--- config.mk ---
export PLATFORM = sky130hd
export DESIGN_NAME = slwa_div_cell
export DESIGN_NICKNAME = d
export VERILOG_FILES = /design/src/rtl/assert_macros.svh /design/src/rtl/slwa_pkg.sv /design/src/rtl/slwa_div_cell.sv
export SDC_FILE = /design/constraint.sdc
export NUM_CORES = 1
export LEC_CHECK = 0
export CELL_PAD_IN_SITES_DETAIL_PLACEMENT = 1
export CELL_PAD_IN_SITES_GLOBAL_PLACEMENT = 1
export CORE_AREA = 2 2 179 146
export CTS_BUF_LIST = sky130_fd_sc_hd__clkbuf_4 sky130_fd_sc_hd__clkbuf_8
export CTS_CLUSTER_SIZE = 14
export DETAILED_ROUTE_END_ITERATION = 8
export DIE_AREA = 0 0 181 148
export DONT_BUFFER_PORTS = 1
export PLACE_DENSITY = 0.57
export SLEW_MARGIN = 20
export SYNTH_ARGS = -nofsm -noshare
export SYNTH_HDL_FRONTEND = slang
export SYNTH_SLANG_ARGS = --single-unit
--- constraint.sdc ---
create_clock -name clk -period 1.15 [get_ports clk]
set_input_delay 0.2875 -clock clk [delete_from_list [all_inputs] [get_ports clk]]
set_output_delay 0.2875 -clock clk [all_outputs]
set_load 0.01 [all_outputs]
--- src/rtl/assert_macros.svh ---
`ifndef ASSERT_MACROS_SVH
`define ASSERT_MACROS_SVH

// Clocked check that is held off during reset.
`define CHK_CLK(lbl, prop, msg) \
	lbl: assert property (@(posedge clk) disable iff (!arst_n) prop) else $error(msg);

// Check that a condition never holds.
`define CHK_NEVER(lbl, cond, msg) \
	`CHK_CLK(lbl, !(cond), msg)

`endif

--- src/rtl/slwa_pkg.sv ---
package slwa_pkg;

	localparam int MAX_RADIUS = 128;

	localparam logic REG_RADIUS = 1'b0;
	localparam logic REG_ZOOM   = 1'b1;

	typedef struct packed {
		logic [10:0] origin_x;
		logic [10:0] origin_y;
		logic [7:0]  col;
		logic [7:0]  row;
	} in_beat_t;

	typedef struct packed {
		logic        copy;
		logic [11:0] dest_x;
		logic [11:0] dest_y;
		logic [11:0] src_x;
		logic [11:0] src_y;
	} out_beat_t;

	// Per-pixel data that rides alongside the arithmetic chain.
	typedef struct packed {
		logic [11:0] dest_x;
		logic [11:0] dest_y;
		logic [7:0]  ax;
		logic [7:0]  ay;
		logic        pos_x;
		logic        pos_y;
		logic        in_circle;
	} side_t;

endpackage

--- src/rtl/slwa_div_cell.sv ---
module slwa_div_cell import slwa_pkg::*; #(
	parameter int QW = 48
) (
	input  logic          clk,
	input  logic          arst_n,
	input  logic          en,
	input  logic          valid_i,
	input  side_t         side_i,
	input  logic [QW-1:0] num_i,
	input  logic [QW-1:0] quo_i,
	input  logic [16:0]   rem_i,
	input  logic [16:0]   den_i,
	output logic          valid_o,
	output side_t         side_o,
	output logic [QW-1:0] num_o,
	output logic [QW-1:0] quo_o,
	output logic [16:0]   rem_o,
	output logic [16:0]   den_o
);

	logic [17:0] trial;
	logic        fits;
	logic [17:0] diff;

	always_comb begin
		trial = {rem_i, num_i[QW-1]};
		fits  = trial >= {1'b0, den_i};
		diff  = trial - {1'b0, den_i};
	end

	always_ff @(posedge clk or negedge arst_n) begin
		if (!arst_n) begin
			valid_o <= 1'b0;
		end else if (en) begin
			valid_o <= valid_i;
		end
	end

	always_ff @(posedge clk) begin
		if (en) begin
			side_o <= side_i;
			den_o  <= den_i;
			num_o  <= {num_i[QW-2:0], 1'b0};
			quo_o  <= {quo_i[QW-2:0], fits};
			rem_o  <= fits ? diff[16:0] : trial[16:0];
		end
	end

endmodule

==> results_dict.tcl, run 1 <==
set metrics [dict create \
    outcome "aborted with a tool error" \
    haltStage "4_1_cts" \
    stop_error "[ERROR RSZ-0060] Max buffer count reached." \
    syn-cell-area_um2 6390 \
    synth_area_leaders "edfxtp_1 81%, ha_1 3.3%, mux2_4 2.3%, inv_1 1.3%, xnor2_1 1.1%" \
    mappedNetlistNets 523 \
    synth_xor_area_frac 0.0151 \
    clockBufferDepth 2 \
    initial_core_util 0.256 \
    fp-row-count 52 \
    ys_seq_elements 173 \
    synth_edf_count 172 \
    hpwlAfterDp_um 13100 \
    yosys_warnings 0 \
    gp_congestion 0.769 \
    place_inst 695 \
    clock_sinks 173 \
    seq_area_frac_synth 0.812 \
    io_buffers 0 \
    htree_levels 4 \
    die_height_um 148 \
    async_flop_share 0.00578 \
    yosysUniqueCellTypes 49 \
    synth_cells 328 \
    die_w_um 181 \
    post_cts_resized 15 \
    yosys.area_share.simple 0.0346 \
    postCtsSetupBuffers 5 \
    synthMuxAreaShare 0.0268 \
    root_buffer "clkbuf_8" \
    synth-adder-area-share 0.0364 \
    hold_buffers 147 \
    ys.flop_type "edfxtp_1" \
    io_pins 351 \
    yosysTopAreaCell "edfxtp_1" \
    synth_top_area_frac 0.808 \
    synth-compound-area-share 0.0552 \
    cts_made_buffers 17 \
    syn_area_per_cell_um2 19.5 \
    synth_top_family_by_area "compound AO/OA/AOI/OAI gates" \
]
==> cells by family after synthesis <==
| logic type | Yosys count |
|---|---|
| xor gates and xnor gates | 11 |
| and+or+nand+nor | 41 |
| other | 1 |
| DFF | 173 |
| AOI/OAI and AO/OA | 47 |
| adders and majority gates | 18 |
| muxes | 12 |
| buffers and inverters | 25 |
==> cell usage after synthesis (2+ instances only) <==
master     instances
mux2_4            10
o2bb2ai_1          2
o21bai_1           2
o21a_1             2
nand2b_1           3
edfxtp_1         172
o21ai_0            7
xnor2_1            8
ha_1              17
xor2_1             3
o31ai_2            3
a21boi_0           3
nand2_1            9
nor3_1             4
and2_1             3
inv_1             22
nand3_1            7
a21o_1             3
nor2_1             6
a21oi_1           13
==> through the flow <==
| stage | TNS, ns | utilization | area (µm²) | setup WS, ns |
|---|---|---|---|---|
| after detailed placement | -20.70 | 0.286 | 7140 | -1.21 |
| after floorplan | -19.14 | - | 6420 | -1.20 |
| after global placement | -19.77 | 0.286 | 7140 | -1.16 |
==> run 2, diff against run 1 <==
==> config.mk (replaced) <==
export PLATFORM = sky130hd
export DESIGN_NAME = slwa_div_cell
export DESIGN_NICKNAME = d
export VERILOG_FILES = /design/src/rtl/assert_macros.svh /design/src/rtl/slwa_pkg.sv /design/src/rtl/slwa_div_cell.sv
export SDC_FILE = /design/constraint.sdc
export NUM_CORES = 1
export LEC_CHECK = 0
export CORE_AREA = 2 2 182 184
export DETAILED_ROUTE_END_ITERATION = 8
export DIE_AREA = 0 0 184 186
export DONT_BUFFER_PORTS = 1
export PLACE_DENSITY_LB_ADDON = 0.15
export SLEW_MARGIN = 20
export SYNTH_ARGS = -nofsm -noshare
export SYNTH_HDL_FRONTEND = slang
export SYNTH_SLANG_ARGS = --single-unit
==> run 2 against run 1 <==
  * The flow now finishes, with violations (negative hold slack, negative setup slack)
  * Synthesized area did not move
  * Synthesized cell count unchanged
==> results_dict.tcl, run 2 <==
set metrics [dict create \
    drive_gt1_frac 0.208 \
    regMostFlops "quo_o" \
    htree_levels 4 \
    finalNetCount 742 \
    path_max_fanout 5 \
    tightestPinTransition_ns 0.616 \
    ir_drop_mv 0.964 \
    ys_seq_elements 173 \
    io_buffers 0 \
    seq_area_frac_synth 0.812 \
    clock_sinks 173 \
    crit_path_end_kind "register" \
    dr.first_iter.drc_count 223 \
    place_inst 779 \
    clkLatencyLatePin_ns 0.43 \
    crit_type "in2reg" \
    synth_most_common_cell "edfxtp_1" \
    root_buffer "clkbuf_16" \
    max_freq_mhz 560 \
    ys.flop_type "edfxtp_1" \
    rsz0062_at_grt "true" \
    finalCritPeriodShare 1.55 \
    antenna_found_initial 0 \
    area_growth_pct 49.0 \
    initial_core_util 0.199 \
    mostFrequentLayoutCells "172 x edfxtp_1, 156 x dlygate4sd3_1, 45 x buf_4" \
    place_area_um2 7240 \
    synth_top_area_frac 0.808 \
    rr_endpoint "valid_o" \
    relSlewSlack 0.589 \
    syn_area_per_cell_um2 19.5 \
    setup_ws_ns -0.636 \
    die_w_um 184 \
    grt_pass1_vias 3922 \
    required_ns 1.33 \
    cts_tree "built" \
    finalSetupTns_ns -11.52 \
    fp-row-count 66 \
    antenna_left 0 \
    setup_violations 96 \
    post-route-min-period_ns 1.79 \
    routed_via_density 3.86 \
    drc 0 \
    layout.cells.non_filler 967 \
    coreArea_um2 32200 \
    r2r_start "valid_o" \
    cts_made_buffers 17 \
    num_antenna_cells 0 \
    num-fill-cells 3212 \
    largest_reg_flops 48 \
    syn-cell-area_um2 6390 \
    power_leakage_uw 0.00345 \
    drv_slew 0 \
    synth_common_cells "172 x edfxtp_1, 22 x inv_1, 17 x ha_1" \
    synth_edf_count 172 \
    postCtsSetupBuffers 0 \
    pre_cts_slack_ns -1.21 \
    grt_max_degree 174 \
    yosysUniqueCellTypes 49 \
    reg.largest.list "quo_o (48), num_o (47), side_o (43)" \
    finalPower_uw 15400 \
    async_flop_share 0.00578 \
    design_area_um2 9530 \
    clockBufferDepth 2 \
    cap_violations 0 \
    wl_um 18300 \
    post_drt_wl_per_cell_um 19.0 \
    mappedNetlistNets 523 \
    die_height_um 186 \
    r2r_cells 1 \
    min_from "en" \
    start_kind "input port" \
    grt_usage 0.101 \
    io_pins 351 \
    yosys_warnings 0 \
    grt_pass1_wl_um 24500 \
    clk_pin_slew_worst_paths_ns 0.07 \
    final_common_cell "edfxtp_1" \
    finalHoldViolCount 15 \
    hpwlAfterDp_um 12400 \
    firstDrtPassIters 4 \
    holdPathEnd "quo_o[24]" \
    power-per-cell-area_nw_per_um2 1620 \
    whs_ns -0.0459 \
    violations "negative hold slack, negative setup slack" \
    die_area_um2 34200 \
    gp_congestion 0.718 \
    hold_class "in2reg" \
    overflow 0 \
    fin_skew_ns 0 \
    vias 3733 \
    whs_path_depth 0 \
    r2r_setup_slack_ns 0.33 \
    cp.arrival_ns 1.97 \
    hold_buffers 156 \
    synth_cells 328 \
    outcome "finished, violations left" \
    yosysTopAreaCell "edfxtp_1" \
    synth_area_leaders "edfxtp_1 81%, ha_1 3.3%, mux2_4 2.3%, inv_1 1.3%, xnor2_1 1.1%" \
]
run 2: cell counts after synthesis:
Identical to the previous run, type by type.
run 2: what timing repair did:
action | 4_1_cts | 5_1_grt
gates resized for setup | 11 | 10
hold endpoints to repair | 280 | 41
pin swaps | 3 | 3
gates cloned | 1 | 0
setup endpoints to repair | 191 | 191
run 2: area by class of cell:
cell class	instances	area, µm²	area share
Timing Repair inverter	1	11.3	0.00118
Tap cell	408	510	0.0536
Clock inverter	12	146	0.0154
Timing Repair Buffer	201	1900	0.199
Clock buffer	19	433	0.0454
Inverter	23	106	0.0112
Multi-Input combinational cell	130	1230	0.129
Sequential cell	173	5190	0.545
run 2: how the worst max path moves through the flow:
stage	startpoint	end	slack [ns]	cells after the start
after floorplan	num_i[47]	rem_o[10]	-1.20	12
after global placement	den_i[4]	rem_o[4]	-1.16	9
after detailed placement	den_i[4]	rem_o[10]	-1.21	9
after CTS	num_i[47]	rem_o[3]	-0.62	11
after global routing	num_i[47]	rem_o[8]	-0.68	11
final	num_i[47]	rem_o[4]	-0.64	11
run 2: layer usage:
metal  track usage  routed length [µm]  vias to the layer above
met2         0.180                9370                      221
met1         0.102                6850                     1793
met4        0.0317                 183                        0
met5             0                   0                        -
met3        0.0538                1940                       13
li1              -                   -                     1706
run 2: kinds of logic (layout without fill, tap and decap cells):
group,count (synthesis),after routing,synth area share
simple gates,41,41,0.0346
xor+xnor,11,11,0.0151
other cells,1,1,0.000586
fa+ha+maj,18,18,0.0364
flops,173,173,0.812
mux,12,12,0.0268
buf+inv,25,256,0.0198
compound gates,47,47,0.0552
run 2: worst max-delay path: stages:
cell	delay (ns)
inv_8	0.01
ha_4	0.14
inv_2	0.05
fa_2	0.20
a21oi_2	0.06
or3_4	0.38
a21oi_4	0.16
o21bai_4	0.07
and2_4	0.21
inv_12	0.09
mux2_4	0.29
run 2: power by group:
part / leakage, µW / switching, µW / internal [µW]
sequential: 0.00169 / 554 / 7610
combinational: 0.00148 / 557 / 915
clock: 0.000272 / 2390 / 3390
run 2: per-stage QoR:
| stage | utilization | hold slack (ns) |
|---|---|---|
| finish | 0.296 | -0.0459 |
| global route | 0.296 | -0.0809 |
| CTS | 0.293 | -0.0743 |
| detailed placement | 0.225 | -0.00806 |
| global placement | 0.225 | -0.00805 |
| floorplan | - | -0.00809 |
(Power assumes the default switching activity.)
